`src/srng_pkg.sv`:
```
// shared types and constants for the subtract-with-borrow generator
package srng_pkg;

  localparam int WORD_W       = 25;
  localparam int SEED_W       = 18;
  localparam int DISCARD_W    = 9;
  localparam int GROUP_SIZE   = 24;
  localparam int GROUP_W      = 5;
  localparam int SHORT_LAG    = 10;
  localparam int WARMUP_STEPS = 10;
  localparam int SEED_SCALE_SHIFT = 6;

  localparam logic [WORD_W-1:0]    WORD_BASE     = WORD_W'(25'h100_0000);
  localparam logic [DISCARD_W-1:0] DISCARD_RESET = DISCARD_W'(24);

  localparam logic CMD_DRAW = 1'b0;
  localparam logic CMD_SEED = 1'b1;

  // auxiliary lcg, modulus 259200 = 2^7 * 2025
  localparam int PROD_W        = 31;
  localparam int QUOT_W        = 14;
  localparam int REM_W         = 19;
  localparam int RECIP_W       = 24;
  localparam int RECIP_SHIFT   = 34;
  localparam int MOD_POW2      = 7;
  localparam int RECIP_PROD_W  = 48;

  localparam logic [SEED_W-1:0]  LCG_MOD    = SEED_W'(259200);
  localparam logic [SEED_W-1:0]  LCG_MOD_M1 = SEED_W'(259199);
  localparam logic [PROD_W-1:0]  LCG_MUL    = PROD_W'(7141);
  localparam logic [PROD_W-1:0]  LCG_ADD    = PROD_W'(54773);
  localparam logic [RECIP_W-1:0] LCG_RECIP  = RECIP_W'(8483886);

  typedef enum logic [1:0] {
    ST_IDLE,
    ST_DISCARD,
    ST_DRAW,
    ST_SEED
  } state_t;

  typedef struct packed {
    logic              start;
    logic [SEED_W-1:0] seed;
  } lcg_req_t;

  typedef struct packed {
    logic              done;
    logic [SEED_W-1:0] value;
  } lcg_rsp_t;

endpackage

```
`src/srng_in_if.sv`:
```
// request channel: command and seed beat
interface srng_in_if import srng_pkg::*; ();
  logic              valid;
  logic              ready;
  logic              command;
  logic [SEED_W-1:0] seed_value;

  modport source (output valid, command, seed_value, input ready);
  modport sink   (input valid, command, seed_value, output ready);
endinterface

```
`src/srng_out_if.sv`:
```
// response channel: sample beat
interface srng_out_if import srng_pkg::*; ();
  logic              valid;
  logic              ready;
  logic [WORD_W-1:0] sample;

  modport source (output valid, sample, input ready);
  modport sink   (input valid, sample, output ready);
endinterface

```
`src/srng_ram.sv`:
```
// generic ram, one write port, two registered read ports
module srng_ram #(
  parameter int WIDTH = 25,
  parameter int DEPTH = 24
) (
  input  logic                     clk,
  input  logic                     we,
  input  logic [$clog2(DEPTH)-1:0] waddr,
  input  logic [WIDTH-1:0]         wdata,
  input  logic [$clog2(DEPTH)-1:0] raddr_a,
  input  logic [$clog2(DEPTH)-1:0] raddr_b,
  output logic [WIDTH-1:0]         rdata_a,
  output logic [WIDTH-1:0]         rdata_b
);

  logic [WIDTH-1:0] mem [DEPTH];

  always_ff @(posedge clk) begin
    if (we) begin
      mem[waddr] <= wdata;
    end
    rdata_a <= mem[raddr_a];
    rdata_b <= mem[raddr_b];
  end

endmodule

```
`src/srng_lcg.sv`:
```
// four-stage step unit of the seeding lcg, j = (j*7141 + 54773) mod 259200
module srng_lcg import srng_pkg::*; (
  input  logic     clk,
  input  logic     rst,
  input  lcg_req_t req,
  output lcg_rsp_t rsp
);

  logic                      v1, v2, v3, done;
  logic [PROD_W-1:0]         prod;
  logic [QUOT_W-1:0]         quot;
  logic [REM_W-1:0]          rem;
  logic [SEED_W-1:0]         value;
  logic [RECIP_PROD_W-1:0]   recip_prod;
  logic [PROD_W-1:0]         rem_full;

  always_comb begin
    recip_prod = RECIP_PROD_W'(prod[PROD_W-1:MOD_POW2]) * RECIP_PROD_W'(LCG_RECIP);
    rem_full   = prod - PROD_W'(quot) * PROD_W'(LCG_MOD);
  end

  always_ff @(posedge clk) begin
    if (rst) begin
      v1   <= 1'b0;
      v2   <= 1'b0;
      v3   <= 1'b0;
      done <= 1'b0;
    end else begin
      v1   <= req.start;
      v2   <= v1;
      v3   <= v2;
      done <= v3;
    end
  end

  always_ff @(posedge clk) begin
    if (req.start) begin
      prod <= PROD_W'(req.seed) * LCG_MUL + LCG_ADD;
    end
    if (v1) begin
      // quotient estimate, at most one low
      quot <= recip_prod[RECIP_SHIFT +: QUOT_W];
    end
    if (v2) begin
      rem <= rem_full[REM_W-1:0];
    end
    if (v3) begin
      value <= (rem >= REM_W'(LCG_MOD)) ? SEED_W'(rem - REM_W'(LCG_MOD)) : SEED_W'(rem);
    end
  end

  assign rsp.done  = done;
  assign rsp.value = value;

endmodule

```
`src/subtract_with_borrow_rng.sv`:
```
// top level of the lagged subtract-with-borrow generator, base 2^24, lags 24 and 10
//
// request channel: a beat with command draw asks for one sample, a beat with command
//   seed refills the lag ring from seed_value and gives no response beat
// response channel: one sample beat per draw, 2^24 minus the new word (1 to 2^24)
// cfg_we / cfg_wdata: sets discard_count, the words dropped after each group of 24
//
// the lag ring sits in a 24-entry ram with registered reads; one generator step per cycle
// unless a final step waits for the output register, the read of step n overlapping the
// write-back of step n-1; a draw inside a group moves the state to draw, where the final
//   step issues once the output register is empty, then returns to idle for the next request;
//   back-to-back draws, even with the response taken at once, each wait for that register
// a draw that opens a new group first runs discard_count steps in the discard state
// seed: 34 steps of the lcg unit, one after another, before the next request is taken
// reset: ring reads as zeros (per-entry valid bits), position and group count cleared,
//   discard_count back to 24
// a stalled response holds the sample; a further draw is taken but its final step
//   waits until the output register is free
module subtract_with_borrow_rng import srng_pkg::*; #(
  parameter int LONG_LAG = 24
) (
  input  logic                 clk,
  input  logic                 rst,
  srng_in_if.sink              request,
  srng_out_if.source           response,
  input  logic                 cfg_we,
  input  logic [DISCARD_W-1:0] cfg_wdata
);

  localparam int AW         = $clog2(LONG_LAG);
  localparam int LAG_OFFSET = LONG_LAG - SHORT_LAG;
  localparam int SEED_STEPS = WARMUP_STEPS + LONG_LAG;
  localparam int SCW        = $clog2(SEED_STEPS);
  localparam logic [SCW-1:0] SEED_LAST = SCW'(SEED_STEPS - 1);

  state_t state, state_next;

  logic [AW-1:0]        pos;
  logic [AW-1:0]        far;
  logic [AW:0]          far_sum;
  logic [GROUP_W-1:0]   group;
  logic [DISCARD_W-1:0] discard_count;
  logic [DISCARD_W-1:0] remaining;
  logic                 carry;
  logic [LONG_LAG-1:0]  ring_valid;
  logic [SCW-1:0]       seed_cnt;

  logic          stg_valid, stg_final, stg_pos_ok, stg_far_ok;
  logic [AW-1:0] stg_pos;

  logic              out_valid;
  logic [WORD_W-1:0] out_sample;

  logic              accept, accept_draw, accept_seed;
  logic              issue, issue_final;
  logic              fill_we;
  logic [AW-1:0]     fill_addr;
  logic              ram_we;
  logic [AW-1:0]     ram_waddr;
  logic [WORD_W-1:0] ram_wdata;
  logic [WORD_W-1:0] rd_pos, rd_far;
  logic [WORD_W-1:0] a_word, b_word;
  logic [WORD_W:0]   diff;
  logic              borrow;
  logic [WORD_W-1:0] word;
  logic [SEED_W-1:0] seed_clamped;

  lcg_req_t lcg_req;
  lcg_rsp_t lcg_rsp;

  srng_ram #(
    .WIDTH (WORD_W),
    .DEPTH (LONG_LAG)
  ) u_ring (
    .clk     (clk),
    .we      (ram_we),
    .waddr   (ram_waddr),
    .wdata   (ram_wdata),
    .raddr_a (pos),
    .raddr_b (far),
    .rdata_a (rd_pos),
    .rdata_b (rd_far)
  );

  srng_lcg u_lcg (
    .clk (clk),
    .rst (rst),
    .req (lcg_req),
    .rsp (lcg_rsp)
  );

  always_comb begin
    far_sum = {1'b0, pos} + (AW+1)'(LAG_OFFSET);
    far     = (far_sum >= (AW+1)'(LONG_LAG)) ? AW'(far_sum - (AW+1)'(LONG_LAG))
                                             : far_sum[AW-1:0];
  end

  // next state
  always_comb begin
    state_next = state;
    case (state)
      ST_IDLE: begin
        if (request.valid) begin
          if (request.command == CMD_SEED) begin
            state_next = ST_SEED;
          end else if (group >= GROUP_W'(GROUP_SIZE) && discard_count != '0) begin
            state_next = ST_DISCARD;
          end else begin
            state_next = ST_DRAW;
          end
        end
      end
      ST_DISCARD: begin
        if (remaining == DISCARD_W'(1)) begin
          state_next = ST_DRAW;
        end
      end
      ST_DRAW: begin
        if (!out_valid) begin
          state_next = ST_IDLE;
        end
      end
      ST_SEED: begin
        if (lcg_rsp.done && seed_cnt == SEED_LAST) begin
          state_next = ST_IDLE;
        end
      end
      default: state_next = ST_IDLE;
    endcase
  end

  // control outputs
  always_comb begin
    request.ready = (state == ST_IDLE);
    accept        = request.valid && request.ready;
    accept_draw   = accept && (request.command == CMD_DRAW);
    accept_seed   = accept && (request.command == CMD_SEED);
    issue_final   = (state == ST_DRAW) && !out_valid;
    issue         = (state == ST_DISCARD) || issue_final;
    seed_clamped  = (request.seed_value >= LCG_MOD) ? LCG_MOD_M1 : request.seed_value;
    lcg_req.start = accept_seed || (state == ST_SEED && lcg_rsp.done && seed_cnt != SEED_LAST);
    lcg_req.seed  = accept_seed ? seed_clamped : lcg_rsp.value;
    fill_we       = (state == ST_SEED) && lcg_rsp.done && (seed_cnt >= SCW'(WARMUP_STEPS));
    fill_addr     = AW'(seed_cnt - SCW'(WARMUP_STEPS));
  end

  // generator step, borrow of the previous step pending on the oldest word
  always_comb begin
    b_word = (stg_pos_ok ? rd_pos : '0) + WORD_W'(carry);
    a_word = stg_far_ok ? rd_far : '0;
    diff   = {1'b0, a_word} - {1'b0, b_word};
    borrow = diff[WORD_W];
    word   = borrow ? diff[WORD_W-1:0] + WORD_BASE : diff[WORD_W-1:0];

    ram_we    = stg_valid || fill_we;
    ram_waddr = stg_valid ? stg_pos : fill_addr;
    ram_wdata = stg_valid ? word : WORD_W'({lcg_rsp.value, {SEED_SCALE_SHIFT{1'b0}}});
  end

  always_ff @(posedge clk) begin
    if (rst) begin
      state         <= ST_IDLE;
      pos           <= '0;
      group         <= '0;
      discard_count <= DISCARD_RESET;
      remaining     <= '0;
      carry         <= 1'b0;
      ring_valid    <= '0;
      seed_cnt      <= '0;
      stg_valid     <= 1'b0;
      stg_final     <= 1'b0;
      out_valid     <= 1'b0;
    end else begin
      state     <= state_next;
      stg_valid <= issue;
      stg_final <= issue_final;
      if (cfg_we) begin
        discard_count <= cfg_wdata;
      end
      if (accept_draw) begin
        group     <= (group >= GROUP_W'(GROUP_SIZE)) ? GROUP_W'(1) : group + GROUP_W'(1);
        remaining <= discard_count;
      end
      if (accept_seed) begin
        seed_cnt <= '0;
      end
      if (state == ST_DISCARD) begin
        remaining <= remaining - DISCARD_W'(1);
      end
      if (issue) begin
        pos <= (pos == AW'(LONG_LAG - 1)) ? '0 : pos + AW'(1);
      end
      if (stg_valid) begin
        carry               <= borrow;
        ring_valid[stg_pos] <= 1'b1;
      end
      if (out_valid && response.ready) begin
        out_valid <= 1'b0;
      end
      if (stg_valid && stg_final) begin
        out_valid <= 1'b1;
      end
      if (state == ST_SEED && lcg_rsp.done) begin
        seed_cnt <= seed_cnt + SCW'(1);
        if (fill_we) begin
          ring_valid[fill_addr] <= 1'b1;
        end
        if (seed_cnt == SEED_LAST) begin
          pos   <= '0;
          group <= '0;
          carry <= 1'b0;
        end
      end
    end
  end

  always_ff @(posedge clk) begin
    stg_pos    <= pos;
    stg_pos_ok <= ring_valid[pos];
    stg_far_ok <= ring_valid[far];
    if (stg_valid && stg_final) begin
      out_sample <= WORD_BASE - word;
    end
  end

  assign response.valid  = out_valid;
  assign response.sample = out_sample;

  a_no_write_clash: assert property (@(posedge clk) disable iff (rst)
    !(stg_valid && fill_we))
    else $error("step write-back and seed fill hit the ram port together");

  a_out_free: assert property (@(posedge clk) disable iff (rst)
    (stg_valid && stg_final) |-> !out_valid)
    else $error("final step lands on a full output register");

  a_group_range: assert property (@(posedge clk) disable iff (rst)
    group <= GROUP_W'(GROUP_SIZE))
    else $error("group count beyond group size");

  a_lcg_in_seed: assert property (@(posedge clk) disable iff (rst)
    lcg_rsp.done |-> state == ST_SEED)
    else $error("lcg result outside seeding");

  a_seed_done: assert property (@(posedge clk) disable iff (rst)
    (state == ST_SEED && lcg_rsp.done && seed_cnt == SEED_LAST) |=> (pos == '0 && !carry))
    else $error("ring position or borrow not cleared after seeding");

endmodule

```
`src/flat_wrapper.sv`:
```
// flat-port wrapper written by rule: the top's interface ports become plain ports
module subtract_with_borrow_rng_flat import srng_pkg::*;
#(
  parameter int LONG_LAG = 24
)
  (clk, rst, cfg_we, cfg_wdata, request_valid, request_command, request_seed_value, request_ready, response_valid, response_sample, response_ready);
  srng_in_if request_i ();
  srng_out_if response_i ();
  input  logic clk;
  input  logic rst;
  input  logic cfg_we;
  input  logic [DISCARD_W-1:0] cfg_wdata;
  input wire logic [$bits(request_i.valid)-1:0] request_valid;
  input wire logic [$bits(request_i.command)-1:0] request_command;
  input wire logic [$bits(request_i.seed_value)-1:0] request_seed_value;
  output wire logic [$bits(request_i.ready)-1:0] request_ready;
  output wire logic [$bits(response_i.valid)-1:0] response_valid;
  output wire logic [$bits(response_i.sample)-1:0] response_sample;
  input wire logic [$bits(response_i.ready)-1:0] response_ready;
  assign request_i.valid = request_valid;
  assign request_i.command = request_command;
  assign request_i.seed_value = request_seed_value;
  assign request_ready = request_i.ready;
  assign response_valid = response_i.valid;
  assign response_sample = response_i.sample;
  assign response_i.ready = response_ready;
  subtract_with_borrow_rng #(.LONG_LAG(LONG_LAG)) u_core (.clk(clk), .rst(rst), .request(request_i), .response(response_i), .cfg_we(cfg_we), .cfg_wdata(cfg_wdata));
endmodule
```
`config.mk`:
```
export PLATFORM = sky130hd
export DESIGN_NAME = subtract_with_borrow_rng_flat
export DESIGN_NICKNAME = d
export VERILOG_FILES = /design/src/srng_pkg.sv /design/src/srng_in_if.sv /design/src/srng_out_if.sv /design/src/srng_ram.sv /design/src/srng_lcg.sv /design/src/subtract_with_borrow_rng.sv /design/src/flat_wrapper.sv
export SDC_FILE = /design/constraint.sdc
export NUM_CORES = 2
export LEC_CHECK = 0
export CAP_MARGIN = 20
export CORE_UTILIZATION = 65
export CTS_CLUSTER_DIAMETER = 40
export DETAILED_ROUTE_END_ITERATION = 8
export DONT_BUFFER_PORTS = 1
export PLACE_DENSITY = 0.81
export SYNTH_ARGS = -nofsm -noshare
export SYNTH_HDL_FRONTEND = slang
export SYNTH_SLANG_ARGS = --single-unit
export TNS_END_PERCENT = 1
```
`constraint.sdc`:
```
create_clock -name clk -period 8.3 [get_ports clk]
set_clock_uncertainty 0.2 [all_clocks]
set_input_delay 0.415 -clock clk [delete_from_list [all_inputs] [get_ports clk]]
set_output_delay 0.415 -clock clk [all_outputs]
set_load 0.01 [all_outputs]
```
# ---- After elaboration in Yosys (flattened, before gate mapping)
# Memories as Yosys holds them, arrays and structs flattened. A register that Yosys moved wholly into a read port is not among the register bits.
# Cells that the tools add are included.
dict set report word_totals {
  ff_bits 182
  mem_bits_rw 600
  rom_bits 0
  out_inout_bits 27
  mem_count 1
  word_cells 136
  latch_bits 0
}
dict set report classes {
  n_addsub 14
  n_mul 3
  mux 47
  bitwise 3
  shifts 0
  order_cmp 11
  reduce_logical 23
  eq_ne 11
  div 0
}
# name depth width rd rd_ports_with_merged_regs write_ports line
set mem_list {}
lappend mem_list {u_core.u_ring.mem 24 25 2 2 1 srng_ram.sv:16} ;# logic [WIDTH-1:0] mem [DEPTH];
# operator count
set ops {}
lappend ops {{two-way mux 25 bit} 4}
lappend ops {{two-way mux 24 bit} 4}
lappend ops {{two-way mux 18 bit} 3}
lappend ops {{two-way mux 5 bit} 10}
lappend ops {{bitwise OR 24 bit} 2}
lappend ops {{multiplier 24 x 23 -> 47 bit, second input constant} 1}
lappend ops {{adder 31 x 16 -> 31 bit, second input constant} 1}
lappend ops {{multiplier 18 x 13 -> 31 bit, second input constant} 1}
lappend ops {{subtractor 25 x 25 -> 26 bit} 1}
lappend ops {{adder 25 x 1 -> 25 bit} 1}
lappend ops {{adder 25 bit, second input constant} 1}
lappend ops {{subtractor 25 bit, first input constant} 1}
lappend ops {{< comparator 5 x 6 -> 1 bit, second input constant} 4}
lappend ops {{>= comparator 19 x 18 -> 1 bit, second input constant} 1}
lappend ops {{subtractor 19 bit} 1}
lappend ops {{>= comparator 18 bit, second input constant} 1}
lappend ops {{two-way mux 9 bit} 2}
lappend ops {{subtractor 18 bit, second input constant} 1}
lappend ops {{multiplier 14 x 11 -> 12 bit, second input constant} 1}
lappend ops {{logical AND 1 bit} 13}
lappend ops {{two-way mux 2 bit} 6}
lappend ops {{two-way mux 6 bit} 2}
lappend ops {{two-way mux 1 bit} 11}
lappend ops {{adder 5 x 1 -> 5 bit, second input constant} 2}
lappend ops {{other kinds (27)} 37}

# ---- Depth between registers and ports, before layout
dict set report logic_depth {
  word_depth 10
  mapped_depth 30
  ltp_nobuf 28
}

# ---- Hierarchy
# A second synthesis with hierarchy kept.
dict set report unflattened {
  hier_cells 4177
  area_unflattened_um2 53543.9
}
# module cells_per_inst area_each_um2 n_inst
set by_module_without_submodules {}
lappend by_module_without_submodules {srng_ram 1626 29056.6 1}
lappend by_module_without_submodules {srng_lcg 1632 17067.6 1}
lappend by_module_without_submodules {subtract_with_borrow_rng 919 7419.6 1}

# ---- Least setup slack after synthesis
# OpenSTA, ideal clock, no wires.
dict set report synth_path {
  path_type {register -> register}
  start {register u_core.state[1]}
  end {register u_core.u_lcg.prod[29], data pin}
  synth_period_minus_slack_ns 7.479
  arrival_time_ns 7.022
  setup_ns 0.258
  path_slack_ns 0.821
  required_time_ns 7.842
  stages_incl_launch_ff 27
  cell_sequence {dfxtp_1 clkbuf_1 nor2_1 and3_1 clkbuf_1 nand2_1 o22ai_1 inv_1 ha_1 or2_2 fa_1 fa_1 fa_1 inv_1 fa_1 fa_1 inv_1 ha_1 nand4_1 a221oi_1 o31ai_1 a211oi_1 o21bai_1 a31oi_1 o21a_1 nor2_1 xnor2_1}
}
dict set report synth_between {
  elab_chain_cells 6
}
# element line
set synth_rtl {}
lappend synth_rtl {{from (decl)} subtract_with_borrow_rng.sv:36} ;# state_t state, state_next;
lappend synth_rtl {{from (signal assigned)} subtract_with_borrow_rng.sv:174} ;# state <= state_next;
lappend synth_rtl {{logical NOT 2 bit} subtract_with_borrow_rng.sv:134} ;# request.ready = (state == ST_IDLE);
lappend synth_rtl {{via request_ready} flat_wrapper.sv:16} ;# output wire logic [$bits(request_i.ready)-1:0] request_ready;
lappend synth_rtl {{logical AND 1 bit} subtract_with_borrow_rng.sv:135} ;# accept = request.valid && request.ready;
lappend synth_rtl {{logical AND 1 bit} subtract_with_borrow_rng.sv:137} ;# accept_seed = accept && (request.command == CMD_SEED);
lappend synth_rtl {{two-way mux 18 bit} subtract_with_borrow_rng.sv:142} ;# lcg_req.seed = accept_seed ? seed_clamped : lcg_rsp.value;
lappend synth_rtl {{multiplier 18 x 13 -> 31 bit} srng_lcg.sv:38} ;# prod <= PROD_W'(req.seed) * LCG_MUL + LCG_ADD;
lappend synth_rtl {{adder 31 x 16 -> 31 bit} srng_lcg.sv:38}
lappend synth_rtl {{to (signal assigned)} srng_lcg.sv:38}
lappend synth_rtl {{to (decl)} srng_lcg.sv:10} ;# logic [PROD_W-1:0] prod;
# The timed path passes the listed nets, and every way through them passes these cells.
# A chain may end at the register's enable or synchronous reset.

# ---- Worst setup path after layout
dict set report layout_path {
  start {register u_core.state[0]}
  end {register u_core.u_lcg.prod[29], data pin}
}
dict set report layout_between {
  elab_chain_cells 6
}
# element line
set layout_rtl {}
lappend layout_rtl {{logical NOT 2 bit} subtract_with_borrow_rng.sv:134}
lappend layout_rtl {{logical AND 1 bit} subtract_with_borrow_rng.sv:135}
lappend layout_rtl {{logical AND 1 bit} subtract_with_borrow_rng.sv:137}
lappend layout_rtl {{two-way mux 18 bit} subtract_with_borrow_rng.sv:142}
lappend layout_rtl {{multiplier 18 x 13 -> 31 bit} srng_lcg.sv:38}
lappend layout_rtl {{adder 31 x 16 -> 31 bit} srng_lcg.sv:38}
# Every way passes these cells.

==> metrics.md <==
| Metric | Value |
|---|---|
| Most common cell in the synthesized netlist | edfxtp_1 |
| Hold path start | request_valid |
| Register bit count reported by yosys | 830 |
| First-pass GRT wire length | 213,600 um |
| Post-synth top area share | 0.4054 |
| Part of the cycle the worst path needs | 0.9559 |
| Worst Hold Depth | 4 |
| Remaining antenna violation count | 0 |
| End of the worst hold path | u_core.group[1]$_SDFF_PP0_ |
| DR vias | 34,475 |
| Post-synth EDFFs | 705 |
| Hold Crit Class | input pin to flip-flop |
| Root Buffer Master | clkbuf_16 |
| Total GRT Usage | 0.3530 |
| Cell accounting for the most synthesized area | edfxtp_1 |
| Syn_area_per_cell | 13.63 sq um |
| Min Tclk post-route | 7.934 ns |
| Slowest CP cell | fa_1 |
| Hpwl dp | 88,620 um |
| Htree depth | 3 |
| Layout Area Growth over Synthesis | 10.25% |
| Outcome | finished, final reports clean |
| Worst Path Required | 8.46 ns |
| Startpoint types | flip-flop |
| Chip height | 285.4 um |
| Critical Path AT | 8.09 ns |
| TritonCTS Buffers | 103 |
| Core area | 79,260 sq um |
| Max-cap violations | 0 |
| Placement Setup Slack | 0.4689 ns |
| Clock sink count | 830 |
| CTS max path bufs | 3 |
| Top cells by area, synth | edfxtp_1 41%, mux4_2 14%, fa_1 10% |
| Commonest cells post-synth | 705 x edfxtp_1, 442 x inv_1, 396 x ha_1 |
| GPL Wtd Cong | 0.9796 |
| CP dominant cell by count | fa_1 |
| Fin worst setup slack | 0.3659 ns |
| Hold Vio Cnt, Final | 0 |
| Setup bufs post-CTS | 0 |
| Max-slew violation count | 0 |
| Rel. slew slack | 0.2232 |
| Mapped Area | 52,220 sq um |
| RSZ-0062 raised after global routing | no |
| Most used DFF post-synth | edfxtp_1 |
| Sequential element share of the synthesized area | 0.4534 |
| Largest net degree at the start of global routing | 115 |
| CTS tree | built |
| Reg2reg start | u_core.state[0]$_SDFFE_PP0P_ |
| Die area | 81,470 sq um |
| Die X | 285.4 um |
| Asr flop ratio synth | 0 |
| Port bufs | 0 |
| Fin util | 0.7263 |
| Gr ovfl total | 0 |
| Layout Nets | 4,580 |
| Post-Syn Instances | 3,831 |
| Slew @ Worst Pin | 1.163 ns |
| Clock Latency Late Sink | 0.69 ns |
| Fmax | 0.1260 GHz |
| Iter 0 DRT Violations | 4,210 |
| Setup TNS | 0 ns |
| Std-Cell Rows | 103 |
| Worst reg-to-reg path cell count | 26 |
| Drt via density | 6.862 |
| Setup CP Type | flip-flop to flip-flop |
| WL/cell | 28.02 um |
| Number of global-route vias before repair | 35,320 |
| N_diodes | 0 |
| Yosys warning count | 0 |
| Flop2flop setup slack | 0.37 ns |
| Boundary Pins | 60 |
| Post-Route WL | 140,800 um |
| Largest fanout on the critical path | 15 |
| Reg-to-reg endpoint | u_core.u_lcg.prod[29]$_DFFE_PP_ |
| Starting Density | 0.6588 |
| Fill cells | 4,716 |
| First-pass DRT Iterations | 6 |
| CTS clk-pin slew, worst paths | 0.05 ns |
| Slowest Stage Delay on Critical Path | 0.56 ns |
| Initial antenna violation count | 2 |
| Syn_nets | 4,528 |
| # setup viols final | 0 |
| Post-synth cell types | 91 |
| DRC | 0 |
| Ratio of cells with drive above 1 in the final layout | 0.1699 |
| Critical Path End Type | flip-flop |
-- through the flow --
stage | instance area, sq um | hold slack (ns) | std cells
2_1_floorplan | 52220 | 0.1505 | 3831
3_3_place_gp | 53750 | 0.2064 | 4802
3_5_place_dp | 53770 | 0.2105 | 4804
4_1_cts | 57520 | 0.04092 | 5023
5_1_grt | 57570 | 0.1429 | 5024
6_report | 57570 | 0.08231 | 5024
-- how the worst max path moves through the flow --
stage | from | depth (start not counted) | slack (ns) | end
6_report | u_core.state[0]$_SDFFE_PP0P_ | 26 | 0.37 | u_core.u_lcg.prod[29]$_DFFE_PP_
5_1_grt | u_core.state[0]$_SDFFE_PP0P_ | 25 | 0.02 | u_core.u_lcg.prod[30]$_DFFE_PP_
4_1_cts | u_core.state[0]$_SDFFE_PP0P_ | 26 | 0.27 | u_core.u_lcg.prod[29]$_DFFE_PP_
3_5_place_dp | u_core.state[0]$_SDFFE_PP0P_ | 26 | 0.47 | u_core.u_lcg.prod[29]$_DFFE_PP_
3_3_place_gp | u_core.state[0]$_SDFFE_PP0P_ | 26 | 0.55 | u_core.u_lcg.prod[29]$_DFFE_PP_
2_1_floorplan | u_core.state[1]$_SDFFE_PP0P_ | 26 | 0.82 | u_core.u_lcg.prod[29]$_DFFE_PP_
-- cell type report --
cell class	instances	area, sq um	area share
clock buffers	126	2735	0.04751
clock inverters	70	772.0	0.01341
inverters	444	1667	0.02895
multi-input cells	2408	26510	0.4606
flip-flops and latches	830	23690	0.4115
well taps	1050	1314	0.02282
repair buffers	96	878.3	0.01526
-- registers in the layout, summed over array words and instances, names as in the netlist, 18 cells and up --
signal / cells
u_core.response.sample: 25
u_core.ring_valid: 24
u_core.u_lcg.prod: 31
u_core.u_lcg.rem: 19
u_core.u_lcg.value: 18
u_core.u_ring.mem: 600
u_core.u_ring.rdata_a: 25
u_core.u_ring.rdata_b: 25
-- routing by layer --
layer / wire length [um] / global-route usage / part of all wire
met2: 66240 / 0.5626 / 0.47
met3: 17150 / 0.08501 / 0.12
met1: 49430 / 0.4617 / 0.35
met4: 7878 / 0.1647 / 0.056
met5: 68 / 0.004070 / 0.00048
-- cells in the final DEF (no fill, tap or decap), types with 61 or more instances in the layout --
| cell | instances |
|---|---|
| ha_1 | 395 |
| nor2_1 | 223 |
| mux4_2 | 329 |
| o21ai_0 | 61 |
| edfxtp_1 | 705 |
| fa_1 | 268 |
| clkbuf_16 | 104 |
| dfxtp_1 | 120 |
| xnor2_1 | 100 |
| inv_1 | 441 |
| buf_4 | 67 |
| a31oi_1 | 64 |
| a21oi_1 | 133 |
| nand2_1 | 234 |
-- logic make-up after synthesis --
family,share of synthesized area
and+or+nand+nor,0.06254
AOI/OAI and AO/OA,0.06118
adders and majority gates,0.1976
DFF,0.4534
muxes,0.1563
xor gates and xnor gates,0.02564
buffers and inverters,0.04330
-- critical path, delay by kind of cell, from the launching register on --
kind,cells,cell delay (ns)
simple gates,6,1.16
flops,1,0.30
compound gates,7,1.90
xor+xnor,1,0.13
fa+ha+maj,8,3.47
buf+inv,4,0.44
-- repair_timing --
action	in CTS	in global routing
hold buffers	23	0
setup endpoints to repair	0	3
endpoints found under the hold margin	58	0
gates resized for setup	0	3
Power is not shown: default switching activity piles up to over one toggle a cycle in this logic, so the estimate is an artifact.
